$ cat config.mk
export PLATFORM = sky130hd
export DESIGN_NAME = pcm_stereo16_upsample_converter_core_flat
export DESIGN_NICKNAME = d
export VERILOG_FILES = /design/src/sv/pcmup_pkg.sv /design/src/sv/pcmup_if.sv /design/src/sv/pcmup_front.sv /design/src/sv/pcmup_queue.sv /design/src/sv/pcmup_back.sv /design/src/sv/pcm_stereo16_upsample_converter_core.sv /design/src/flat_wrapper.sv
export SDC_FILE = /design/constraint.sdc
export NUM_CORES = 1
export LEC_CHECK = 0
export ABC_CLOCK_PERIOD_IN_PS = 5900
export BUFFER_PORTS_ARGS = -buffer_cell sky130_fd_sc_hd__buf_2
export CORE_ASPECT_RATIO = 0.7
export CORE_MARGIN = 4
export CORE_UTILIZATION = 40
export CTS_CLUSTER_SIZE = 20
export DETAILED_ROUTE_END_ITERATION = 8
export GPL_TIMING_DRIVEN = 0
export PLACE_DENSITY = 0.65
export SETUP_SLACK_MARGIN = 0.2
export SLEW_MARGIN = 0
export SYNTH_ARGS = -nofsm -noshare
export SYNTH_HDL_FRONTEND = slang
export SYNTH_SLANG_ARGS = --single-unit
$ cat constraint.sdc
create_clock -name clk -period 5.9 [get_ports clk]
set_input_delay 1.77 -clock clk [delete_from_list [all_inputs] [get_ports clk]]
set_output_delay 1.77 -clock clk [all_outputs]
set_load 0.1 [all_outputs]
$ cat src/sv/pcmup_pkg.sv
// Shared types, constants and helper functions for the PCM repeat upsampler.
// No dependencies; compiled first.
package pcmup_pkg;

  localparam int MAX_REPEAT = 4;
  localparam int REP_W      = (MAX_REPEAT > 1) ? $clog2(MAX_REPEAT) : 1;
  localparam int FIFO_DEPTH = 4;
  localparam int PTR_W      = $clog2(FIFO_DEPTH);

  typedef logic [15:0] sample_t;
  typedef logic [2:0]  cfg_index_t;
  typedef logic [18:0] cfg_data_t;
  typedef logic [18:0] rate_t;

  typedef enum logic [2:0] {
    REG_CHANNEL_COUNT = 3'd0,
    REG_SAMPLE_BITS   = 3'd1,
    REG_SOURCE_RATE   = 3'd2,
    REG_OUT48K        = 3'd3,
    REG_OUT44K        = 3'd4
  } cfg_reg_e;

  localparam rate_t RATE_48000 = 19'd48000;
  localparam rate_t RATE_24000 = 19'd24000;
  localparam rate_t RATE_12000 = 19'd12000;
  localparam rate_t RATE_44100 = 19'd44100;
  localparam rate_t RATE_22050 = 19'd22050;
  localparam rate_t RATE_11025 = 19'd11025;

  localparam logic [5:0] BITS_8  = 6'd8;
  localparam logic [5:0] BITS_16 = 6'd16;
  localparam logic [5:0] BITS_24 = 6'd24;
  localparam logic [5:0] BITS_32 = 6'd32;

  typedef struct packed {
    sample_t          left;
    sample_t          right;
    logic             rate_sel;
    logic             fmt_err;
    logic [REP_W-1:0] last_idx;
  } frame_entry_t;

  // 8-bit samples are unsigned and scaled by 64 into the 16-bit range.
  function automatic sample_t widen_sample(sample_t raw, logic eight);
    if (eight) begin
      return {2'b00, raw[7:0], 6'b000000};
    end
    return raw;
  endfunction

endpackage

$ cat src/sv/pcmup_if.sv
// Handshake channel interfaces for the PCM repeat upsampler.
// Depends on pcmup_pkg.
interface pcmup_in_if;
  logic               valid;
  logic               ready;
  pcmup_pkg::sample_t first_raw;
  pcmup_pkg::sample_t second_raw;

  modport source (output valid, output first_raw, output second_raw, input ready);
  modport sink   (input valid, input first_raw, input second_raw, output ready);
endinterface

interface pcmup_out_if;
  logic               valid;
  logic               ready;
  pcmup_pkg::sample_t left_out;
  pcmup_pkg::sample_t right_out;
  logic               out_rate_sel;
  logic               format_error;
  logic               last_of_run;

  modport source (output valid, output left_out, output right_out, output out_rate_sel,
                  output format_error, output last_of_run, input ready);
  modport sink   (input valid, input left_out, input right_out, input out_rate_sel,
                  input format_error, input last_of_run, output ready);
endinterface

interface pcmup_cfg_if;
  logic                  valid;
  logic                  ready;
  pcmup_pkg::cfg_index_t index;
  pcmup_pkg::cfg_data_t  data;

  modport source (output valid, output index, output data, input ready);
  modport sink   (input valid, input index, input data, output ready);
endinterface

$ cat src/sv/pcmup_front.sv
// Front end: configuration registers, request intake and classification
// into queue entries. Depends on pcmup_pkg and pcmup_if.
module pcmup_front (
  input  logic                    clk,
  input  logic                    rst,
  pcmup_in_if.sink                sample_in,
  pcmup_cfg_if.sink               cfg,
  output pcmup_pkg::frame_entry_t push_entry,
  output logic                    push_valid,
  input  logic                    push_ready
);
  import pcmup_pkg::*;

  logic [7:0] channel_count;
  logic [5:0] sample_bits;
  rate_t      source_rate;
  logic       out48k;
  logic       out44k;

  logic       bits_ok;
  logic       eight;
  logic       mono;
  logic [2:0] reps;
  logic [2:0] reps_sat;
  logic       sel44;
  sample_t    left;

  assign cfg.ready = 1'b1;

  always_ff @(posedge clk) begin
    if (rst) begin
      channel_count <= 8'd2;
      sample_bits   <= BITS_16;
      source_rate   <= RATE_48000;
      out48k        <= 1'b1;
      out44k        <= 1'b0;
    end else if (cfg.valid) begin
      unique case (cfg_reg_e'(cfg.index))
        REG_CHANNEL_COUNT: channel_count <= cfg.data[7:0];
        REG_SAMPLE_BITS:   sample_bits   <= cfg.data[5:0];
        REG_SOURCE_RATE:   source_rate   <= cfg.data;
        REG_OUT48K:        out48k        <= cfg.data[0];
        REG_OUT44K:        out44k        <= cfg.data[0];
        default: ;
      endcase
    end
  end

  assign bits_ok = (sample_bits == BITS_8) || (sample_bits == BITS_16) ||
                   (sample_bits == BITS_24) || (sample_bits == BITS_32);
  assign eight   = (sample_bits == BITS_8);
  assign mono    = (channel_count <= 8'd1);

  always_comb begin
    reps  = 3'd0;
    sel44 = 1'b0;
    if (out48k && bits_ok) begin
      priority if (source_rate == RATE_48000) begin
        reps = 3'd1;
      end else if (source_rate == RATE_24000) begin
        reps = 3'd2;
      end else if (source_rate == RATE_12000) begin
        reps = 3'd4;
      end else if (out44k && source_rate == RATE_44100) begin
        reps  = 3'd1;
        sel44 = 1'b1;
      end else if (out44k && source_rate == RATE_22050) begin
        reps  = 3'd2;
        sel44 = 1'b1;
      end else if (out44k && source_rate == RATE_11025) begin
        reps  = 3'd4;
        sel44 = 1'b1;
      end else begin
        reps = 3'd0;
      end
    end
  end

  assign reps_sat = (reps > 3'(MAX_REPEAT)) ? 3'(MAX_REPEAT) : reps;
  assign left     = widen_sample(sample_in.first_raw, eight);

  always_comb begin
    if (reps == 3'd0) begin
      push_entry.left     = '0;
      push_entry.right    = '0;
      push_entry.rate_sel = 1'b0;
      push_entry.fmt_err  = 1'b1;
      push_entry.last_idx = '0;
    end else begin
      push_entry.left     = left;
      push_entry.right    = mono ? left : widen_sample(sample_in.second_raw, eight);
      push_entry.rate_sel = sel44;
      push_entry.fmt_err  = 1'b0;
      push_entry.last_idx = REP_W'(reps_sat - 3'd1);
    end
  end

  assign push_valid      = sample_in.valid;
  assign sample_in.ready = push_ready;

endmodule

$ cat src/sv/pcmup_queue.sv
// Small FIFO of classified frame entries between front and back end.
// Depends on pcmup_pkg.
module pcmup_queue (
  input  logic                    clk,
  input  logic                    rst,
  input  pcmup_pkg::frame_entry_t push_entry,
  input  logic                    push_valid,
  output logic                    push_ready,
  output pcmup_pkg::frame_entry_t pop_entry,
  output logic                    pop_valid,
  input  logic                    pop_ready
);
  import pcmup_pkg::*;

  frame_entry_t     entries [FIFO_DEPTH];
  logic [PTR_W-1:0] wr_ptr;
  logic [PTR_W-1:0] rd_ptr;
  logic [PTR_W:0]   count;
  logic             push;
  logic             pop;

  assign push_ready = (count != (PTR_W+1)'(FIFO_DEPTH));
  assign pop_valid  = (count != '0);
  assign push       = push_valid && push_ready;
  assign pop        = pop_valid && pop_ready;
  assign pop_entry  = entries[rd_ptr];

  always_ff @(posedge clk) begin
    if (rst) begin
      wr_ptr <= '0;
      rd_ptr <= '0;
      count  <= '0;
    end else begin
      if (push) begin
        wr_ptr <= wr_ptr + 1'b1;
      end
      if (pop) begin
        rd_ptr <= rd_ptr + 1'b1;
      end
      unique case ({push, pop})
        2'b10:   count <= count + 1'b1;
        2'b01:   count <= count - 1'b1;
        default: count <= count;
      endcase
    end
  end

  always_ff @(posedge clk) begin
    if (push) begin
      entries[wr_ptr] <= push_entry;
    end
  end

endmodule

$ cat src/sv/pcmup_back.sv
// Back end: output register and repeat counter that replays each entry.
// Depends on pcmup_pkg and pcmup_if.
module pcmup_back (
  input  logic                    clk,
  input  logic                    rst,
  input  pcmup_pkg::frame_entry_t pop_entry,
  input  logic                    pop_valid,
  output logic                    pop_ready,
  pcmup_out_if.source             frame_out
);
  import pcmup_pkg::*;

  frame_entry_t     cur;
  logic             cur_valid;
  logic [REP_W-1:0] cnt;
  logic             take;
  logic             last;
  logic             load;

  assign last      = (cnt == cur.last_idx);
  assign take      = frame_out.valid && frame_out.ready;
  assign pop_ready = !cur_valid || (take && last);
  assign load      = pop_valid && pop_ready;

  always_ff @(posedge clk) begin
    if (rst) begin
      cur_valid <= 1'b0;
      cnt       <= '0;
    end else if (load) begin
      cur_valid <= 1'b1;
      cnt       <= '0;
    end else if (take && last) begin
      cur_valid <= 1'b0;
    end else if (take) begin
      cnt <= cnt + 1'b1;
    end
  end

  always_ff @(posedge clk) begin
    if (load) begin
      cur <= pop_entry;
    end
  end

  assign frame_out.valid        = cur_valid;
  assign frame_out.left_out     = cur.left;
  assign frame_out.right_out    = cur.right;
  assign frame_out.out_rate_sel = cur.rate_sel;
  assign frame_out.format_error = cur.fmt_err;
  assign frame_out.last_of_run  = last;

endmodule

$ cat src/sv/pcm_stereo16_upsample_converter_core.sv
// Top level of the PCM repeat upsampler: front end, entry queue, back end.
// Depends on pcmup_pkg, pcmup_if, pcmup_front, pcmup_queue, pcmup_back.
//
// Usage:
//   sample_in : one PCM frame per request (first_raw, second_raw).
//   frame_out : stereo 16-bit frames; each input request yields 1, 2 or 4
//               identical frames, last_of_run marks the final one. An
//               unsupported format yields one frame with format_error set.
//   cfg       : register writes (index, data); always ready. Write only
//               while no request is in flight.
// Path: an accepted request is written into the queue, then loaded into
//   the output register, where its first frame becomes valid.
// Throughput: one output frame per cycle while frame_out is ready; the
//   repeat counter in the back end replays each request's frame. Inputs
//   run back to back while the four-entry queue has room.
// Reset: rst (synchronous) restores the register defaults (stereo, 16 bit,
//   48000 Hz, 48k sink only) and empties the queue and output register.
// Stall: a held frame_out stays stable; the queue fills, then sample_in
//   ready drops until the receiver takes frames again.
module pcm_stereo16_upsample_converter_core (
  input  logic        clk,
  input  logic        rst,
  pcmup_in_if.sink    sample_in,
  pcmup_out_if.source frame_out,
  pcmup_cfg_if.sink   cfg
);
  import pcmup_pkg::*;

  frame_entry_t push_entry;
  logic         push_valid;
  logic         push_ready;
  frame_entry_t pop_entry;
  logic         pop_valid;
  logic         pop_ready;

  pcmup_front u_front (
    .clk        (clk),
    .rst        (rst),
    .sample_in  (sample_in),
    .cfg        (cfg),
    .push_entry (push_entry),
    .push_valid (push_valid),
    .push_ready (push_ready)
  );

  pcmup_queue u_queue (
    .clk        (clk),
    .rst        (rst),
    .push_entry (push_entry),
    .push_valid (push_valid),
    .push_ready (push_ready),
    .pop_entry  (pop_entry),
    .pop_valid  (pop_valid),
    .pop_ready  (pop_ready)
  );

  pcmup_back u_back (
    .clk       (clk),
    .rst       (rst),
    .pop_entry (pop_entry),
    .pop_valid (pop_valid),
    .pop_ready (pop_ready),
    .frame_out (frame_out)
  );

endmodule

$ cat src/flat_wrapper.sv
// flat-port wrapper written by rule: the top's interface ports become plain ports
module pcm_stereo16_upsample_converter_core_flat import pcmup_pkg::*;
  (clk, rst, sample_in_valid, sample_in_first_raw, sample_in_second_raw, sample_in_ready, frame_out_valid, frame_out_left_out, frame_out_right_out, frame_out_out_rate_sel, frame_out_format_error, frame_out_last_of_run, frame_out_ready, cfg_valid, cfg_index, cfg_data, cfg_ready);
  pcmup_in_if sample_in_i ();
  pcmup_out_if frame_out_i ();
  pcmup_cfg_if cfg_i ();
  input  logic clk;
  input  logic rst;
  input wire logic [$bits(sample_in_i.valid)-1:0] sample_in_valid;
  input wire logic [$bits(sample_in_i.first_raw)-1:0] sample_in_first_raw;
  input wire logic [$bits(sample_in_i.second_raw)-1:0] sample_in_second_raw;
  output wire logic [$bits(sample_in_i.ready)-1:0] sample_in_ready;
  output wire logic [$bits(frame_out_i.valid)-1:0] frame_out_valid;
  output wire logic [$bits(frame_out_i.left_out)-1:0] frame_out_left_out;
  output wire logic [$bits(frame_out_i.right_out)-1:0] frame_out_right_out;
  output wire logic [$bits(frame_out_i.out_rate_sel)-1:0] frame_out_out_rate_sel;
  output wire logic [$bits(frame_out_i.format_error)-1:0] frame_out_format_error;
  output wire logic [$bits(frame_out_i.last_of_run)-1:0] frame_out_last_of_run;
  input wire logic [$bits(frame_out_i.ready)-1:0] frame_out_ready;
  input wire logic [$bits(cfg_i.valid)-1:0] cfg_valid;
  input wire logic [$bits(cfg_i.index)-1:0] cfg_index;
  input wire logic [$bits(cfg_i.data)-1:0] cfg_data;
  output wire logic [$bits(cfg_i.ready)-1:0] cfg_ready;
  assign sample_in_i.valid = sample_in_valid;
  assign sample_in_i.first_raw = sample_in_first_raw;
  assign sample_in_i.second_raw = sample_in_second_raw;
  assign sample_in_ready = sample_in_i.ready;
  assign frame_out_valid = frame_out_i.valid;
  assign frame_out_left_out = frame_out_i.left_out;
  assign frame_out_right_out = frame_out_i.right_out;
  assign frame_out_out_rate_sel = frame_out_i.out_rate_sel;
  assign frame_out_format_error = frame_out_i.format_error;
  assign frame_out_last_of_run = frame_out_i.last_of_run;
  assign frame_out_i.ready = frame_out_ready;
  assign cfg_i.valid = cfg_valid;
  assign cfg_i.index = cfg_index;
  assign cfg_i.data = cfg_data;
  assign cfg_ready = cfg_i.ready;
  pcm_stereo16_upsample_converter_core u_core (.clk(clk), .rst(rst), .sample_in(sample_in_i), .frame_out(frame_out_i), .cfg(cfg_i));
endmodule
==> results of run 1 <==
worst paths after layout:
check | start | to | cells past startpoint
hold reg to reg | u_core.u_front.channel_count[3] | u_core.u_front.channel_count[3] | 2
setup / recovery | frame_out_ready | u_core.u_queue.count[2] | 11
setup reg to reg | u_core.u_back.cur[0] | u_core.u_queue.count[2] | 10
hold / removal | u_core.u_front.channel_count[3] | u_core.u_front.channel_count[3] | 2
cell families (layout without fill, tap and decap cells):
kind of cell | after synthesis | in the layout | share of synthesized area
adders and majority gates | 6 | 6 | 0.00892
other | 1 | 1 | 0.000405
and+or+nand+nor | 185 | 185 | 0.106
DFF | 224 | 224 | 0.679
buffers and inverters | 69 | 209 | 0.0430
AOI/OAI and AO/OA | 35 | 35 | 0.0296
xor gates and xnor gates | 10 | 10 | 0.00946
muxes | 68 | 68 | 0.123
worst max-delay path, cell delays in order:
cell and delay (ns):
buf_2 0.12, inv_1 0.04, o31ai_1 0.42, o31a_2 0.53, buf_12 0.26, ha_1 0.21
inv_1 0.07, fa_1 0.43, xor2_1 0.16, or3_1 0.31, a21oi_1 0.14
layer usage:
layer	part of all wire	up-vias	GRT usage
li1	-	2485	-
met1	0.43	2712	0.197
met2	0.51	138	0.261
met3	0.046	31	0.0286
met4	0.020	0	0.0378
met5	0	-	0
flip-flops by register name, indices dropped and copies added (netlist names), 3 cells and up:
register                           flops
u_core.u_back.frame_out.left_out      16
u_core.u_back.frame_out.right_out     16
u_core.u_front.channel_count           7
u_core.u_front.sample_bits             6
u_core.u_front.source_rate            19
u_core.u_queue.count                   3
u_core.u_queue.entries               144
layout by cell type, fill, tap and decap left out, drive strengths merged, types with 4 or more instances in the layout:
master,n
a21oi,22
edfxtp,180
nor3,28
nor4b,4
a2111oi,6
clkbuf,47
buf,140
nor2,29
nand4,6
nand2,67
mux4,36
nand3b,11
ha,5
inv,11
and3,4
mux2i,24
clkinv,6
nand3,8
mux2,8
nor3b,8
xor2,7
dfxtp,44
layout make-up:
cell class,count,area [µm²],area share
flip-flops and latches,224,6290,0.574
repair buffers,99,571,0.0521
clock buffers,29,598,0.0547
multi-input cells,305,2580,0.236
inverters,10,37.5,0.00343
well taps,312,390,0.0357
clock inverters,12,123,0.0112
plain buffers,59,360,0.0329
through the flow:
step / setup WS, ns / hold slack (ns) / cell area, µm² / util / instances
after floorplan: 1.21 / 0.436 / 9260 / - / 598
after global placement: 0.279 / 0.444 / 10100 / 0.446 / 1004
after detailed placement: 1.33 / 0.450 / 10200 / 0.451 / 1009
after CTS: 1.85 / 0.458 / 10900 / 0.483 / 1050
after global routing: 1.71 / 0.485 / 10900 / 0.483 / 1050
final: 1.84 / 0.468 / 10900 / 0.483 / 1050
report_power, final:
part,switching [mW],total (mW),leakage (nW),internal (mW)
Sequential,0.0883,2.17,2.06,2.09
Clock,0.565,1.38,0.344,0.810
Combinational,1.42,1.98,1.57,0.556
Total,2.08,5.53,3.98,3.45
synthesized netlist by cell type (all sizes together):
cell     instances
edfxtp         180
nand2           67
dfxtp           44
buf             41
mux4            36
nor2            29
nor3            28
mux2i           24
a21oi           22
clkbuf          18
nand3b          11
inv             10
mux2             8
nand3            8
nor3b            8
xor2             7
a2111oi          6
nand4            6
ha               5
and3             4
nor4b            4
nor2b            3
nor4             3
nor4bb           3
xnor2            3
a211o            2
and2             2
o22ai            2
or2              2
or3              2
and3b            1
and4b            1
and4bb           1
conb             1
fa               1
nand2b           1
nand4b           1
o21ai            1
o31a             1
o31ai            1
==> impl_metrics.tcl, run 1 <==
set metrics [dict create \
    start_kind "input port" \
    p_per_area_nw_per_um2 505 \
    ys_seq_area_frac 0.679 \
    max_freq_mhz 246 \
    design.core.area_um2 22700 \
    cts_setup_buffers 0 \
    post-route-drc-count 0 \
    fin_total_pwr_mw 5.53 \
    fill_cells 1919 \
    synth_cell_type_count 48 \
    syn_nets 663 \
    avgSynthCellArea_um2 15.5 \
    tightest_slew_ns 0.927 \
    clk_latency_ns 0.49 \
    diodes 0 \
    rows 46 \
    cp_data_required_time_ns 6.32 \
    io_buffers 94 \
    rsz0062_at_grt "false" \
    critical_path_class "in2reg" \
    routed_wl_mm 19.4 \
    die_h_um 135 \
    slew_violations 0 \
    p_leak_nw 3.98 \
    vdd_ir_drop_max_mv 0.291 \
    yosysTopAreaCell "edfxtp_1" \
    endpoint_kind "flop" \
    start_util 0.408 \
    first_pass_iters 5 \
    syn2layout_area_growth_pct 18.2 \
    min_period_ns 4.06 \
    setup-violations-final 0 \
    r2r_setup_slack_ns 2.74 \
    ys_seq_elements 224 \
    fin_nets 787 \
    clock-root-buffer "clkbuf_16" \
    status "complete, no violations" \
    worstPathMaxFanout 25 \
    yosysWarningCount 0 \
    syn_inst 598 \
    hold_viol_final 0 \
    post-synth-top-area-fraction 0.584 \
    die_width_um 190 \
    yosys-top-cells-area "edfxtp_1 (58%), dfxtp_1 (9.5%), mux4_2 (8.8%)" \
    ctsResizeCount 0 \
    ctsHtreeMaxLevel 1 \
    drt-initial-drc-count 588 \
    vias_per_cell 5.11 \
    antenna_found_initial 0 \
    grt_util_all_layers 0.150 \
    grt_start_max_net_pins 29 \
    grt_pass1_vias 5501 \
    tns_ns 0 \
    hp-class "reg2reg" \
    cts_made_buffers 23 \
    wl_per_cell_um 18.5 \
    timing.final.crit_share 0.688 \
    timing.max_cap.violations 0 \
    place_congestion 0.869 \
    slew_headroom 0.381 \
    hold_buffers 0 \
    dp_hpwl_mm 13.7 \
    overflow 0 \
    dieArea_um2 25700 \
    ant_nets 0 \
    cts_tree "built" \
    syn-cell-area_um2 9260 \
    ios 97 \
    fin_skew_ns 0.0104 \
    drive_above_1_share 0.312 \
    path_clk_slew_ns 0.06 \
    clock-sinks 224 \
    clk_path_buf_depth 3 \
    num_vias 5366 \
    arrival_ns 4.48 \
    grt_pass1_wl_mm 30.3 \
]
Note: power is estimated with default switching activity, not from simulation.
==> run 2: changes to the inputs <==
- ABC_CLOCK_PERIOD_IN_PS: 5900 -> 3500
- PLACE_DENSITY: 0.65 -> 0.67
- clock period: 5.9 -> 3.5 ns (I/O delays scaled with it)
==> run 2 against run 1 <==
Against the previous run: setup slack got worse by 1.4 ns; final area is 0.55% higher; clock-buffer cell count shrank 2; register-to-register slack got worse by 2.2 ns; final cell count about the same; sequential power is 70% higher; worst hold slack lost 0.012 ns; sequential share of layout area decreased by 0.31 points; die area did not move; critical path depth shrank 1; wire length is 0.98% higher; first-iteration DRC count fell by 18%.
==> impl_metrics.tcl, run 2 (synthesis gave the netlist of run 1 again) <==
set metrics [dict create \
    setup-violations-final 0 \
    routed_wl_mm 19.6 \
    rows 46 \
    vdd_ir_drop_max_mv 0.460 \
    diodes 0 \
    post-route-drc-count 0 \
    slew_headroom 0.295 \
    min_from "u_core.u_front.channel_count[7]" \
    cp_data_required_time_ns 3.92 \
    hold_viol_final 0 \
    num_vias 5337 \
    critical_path_class "in2reg" \
    slew_violations 0 \
    grt_util_all_layers 0.148 \
    arrival_ns 3.52 \
    holdPathEnd "u_core.u_front.channel_count[7]" \
    final_common_cell "edfxtp_1" \
    fin_skew_ns 0.0271 \
    final_area_um2 11000 \
    regMostFlops "u_core.u_queue.entries" \
    clock-root-buffer "clkbuf_16" \
    post_dp_cell_area_um2 10200 \
    cts_tree "built" \
    die_width_um 190 \
    clock-sinks 224 \
    syn2layout_area_growth_pct 18.9 \
    io_buffers 94 \
    reg.largest.list "u_core.u_queue.entries (144), u_core.u_front.source_rate (19)" \
    antenna_found_initial 0 \
    cp_common_cell "inv_1" \
    timing.final.crit_share 0.886 \
    dp_hpwl_mm 13.1 \
    ctsHtreeMaxLevel 1 \
    hold_depth 2 \
    drt-initial-drc-count 482 \
    clk_path_buf_depth 3 \
    timing.max_cap.violations 0 \
    ant_nets 0 \
    grt_pass1_wl_mm 29.9 \
    dieArea_um2 25700 \
    r2r_setup_slack_ns 0.58 \
    rsz0062_at_grt "false" \
    final_cell_mix "edfxtp_1 (180), buf_2 (100), nand2_1 (67)" \
    first_pass_iters 4 \
    cpPeakStageDelay_ns 0.51 \
    place_congestion 0.801 \
    cts_made_buffers 23 \
    start_util 0.408 \
    largest_register_ffs 144 \
    reg2reg_depth 9 \
    path_clk_slew_ns 0.06 \
    fin_nets 787 \
    drive_above_1_share 0.322 \
    finish.utilization 0.485 \
    design.core.area_um2 22700 \
    worstPathCellList "buf_2 -> inv_1 -> o31ai_2 -> o31a_4 -> ha_1 -> inv_1 -> fa_1 -> xor2_1 -> or3_1 -> a21oi_1" \
    worstPathMaxFanout 20 \
    rr_startpoint "u_core.u_back.cur[0]" \
    overflow 0 \
    clk_latency_ns 0.51 \
    wl_per_cell_um 18.7 \
    tns_ns 0 \
    grt_pass1_vias 5308 \
    start_kind "input port" \
    critPathSlowestCell "o31ai_2" \
    fill_cells 1970 \
    p_per_area_nw_per_um2 862 \
    p_leak_nw 4.02 \
    min_period_ns 3.10 \
    ios 97 \
    hp-class "reg2reg" \
    tightest_slew_ns 1.06 \
    die_h_um 135 \
    rr_endpoint "u_core.u_queue.count[2]" \
    max_freq_mhz 322 \
    vias_per_cell 5.08 \
    endpoint_kind "flop" \
    status "complete, no violations" \
    grt_start_max_net_pins 41 \
]
-- run 2: cell types whose count changed in the layout (fill, tap and decap cells not counted), moves of 2 or more --
cell      change
clkinv_1      -2
clkinv_2      +5
inv_6         +2
buf_12        -2
clkbuf_8      +2
clkbuf_1      -4
-- run 2: worst max path at each step --
| stage | end | start | slack (ns) | depth (start not counted) |
|---|---|---|---|---|
| 2_1_floorplan | u_core.u_queue.count[2] | frame_out_ready | 0.23 | 9 |
| 5_1_grt | u_core.u_queue.count[2] | frame_out_ready | 0.28 | 10 |
| 3_5_place_dp | u_core.u_queue.count[2] | frame_out_ready | -0.27 | 10 |
| 3_3_place_gp | u_core.u_queue.count[2] | frame_out_ready | -0.24 | 10 |
| 6_report | u_core.u_queue.count[2] | frame_out_ready | 0.40 | 10 |
| 4_1_cts | u_core.u_queue.count[2] | frame_out_ready | 0.23 | 10 |
-- run 2: what timing repair did --
action / 4_1_cts / 5_1_grt
hold buffers: 0 / 0
setup buffers: 0 / 0
endpoints found under the setup margin: 0 / 1
resized for setup: 0 / 1
-- run 2: layout make-up --
| cell class | instances | area [µm²] | area share |
|---|---|---|---|
| buffer | 59 | 360 | 0.0327 |
| clock buffer | 27 | 611 | 0.0555 |
| clock inverter | 15 | 160 | 0.0146 |
| inverter | 10 | 37.5 | 0.00341 |
| multi-input combinational | 306 | 2600 | 0.236 |
| sequential | 224 | 6290 | 0.571 |
| tap | 312 | 390 | 0.0355 |
| timing repair buffer | 98 | 558 | 0.0507 |
-- run 2: worst max-delay path: cells and delay by family --
family | cells | cell delay (ns)
and+or+nand+nor | 1 | 0.30
AOI/OAI and AO/OA | 3 | 1.09
xor gates and xnor gates | 1 | 0.16
adders and majority gates | 2 | 0.68
buffers and inverters | 3 | 0.24
-- run 2: report_power, final --
group          internal (mW)  leakage [nW]  switching, mW  total (mW)
clock                   1.48         0.383           1.00        2.48
combinational          0.923          1.57           2.40        3.33
sequential              3.52          2.06          0.165        3.68
-- run 2: per-layer routing --
layer	up-vias	track usage	wire, µm
li1	2486	-	-
met1	2669	0.212	9060
met2	149	0.242	9240
met3	33	0.0252	985
met4	0	0.0309	340
met5	-	0	0
-- run 2: metrics by stage --
stage               worst slack, ns  instances  power (mW)  hold slack [ns]
floorplan                     0.226        598        6.40            0.436
global placement             -0.241       1004        7.00            0.444
detailed placement           -0.269       1008        7.05            0.450
CTS                           0.232       1050        9.54            0.459
global route                  0.278       1051        9.89            0.484
finish                        0.399       1051        9.49            0.457
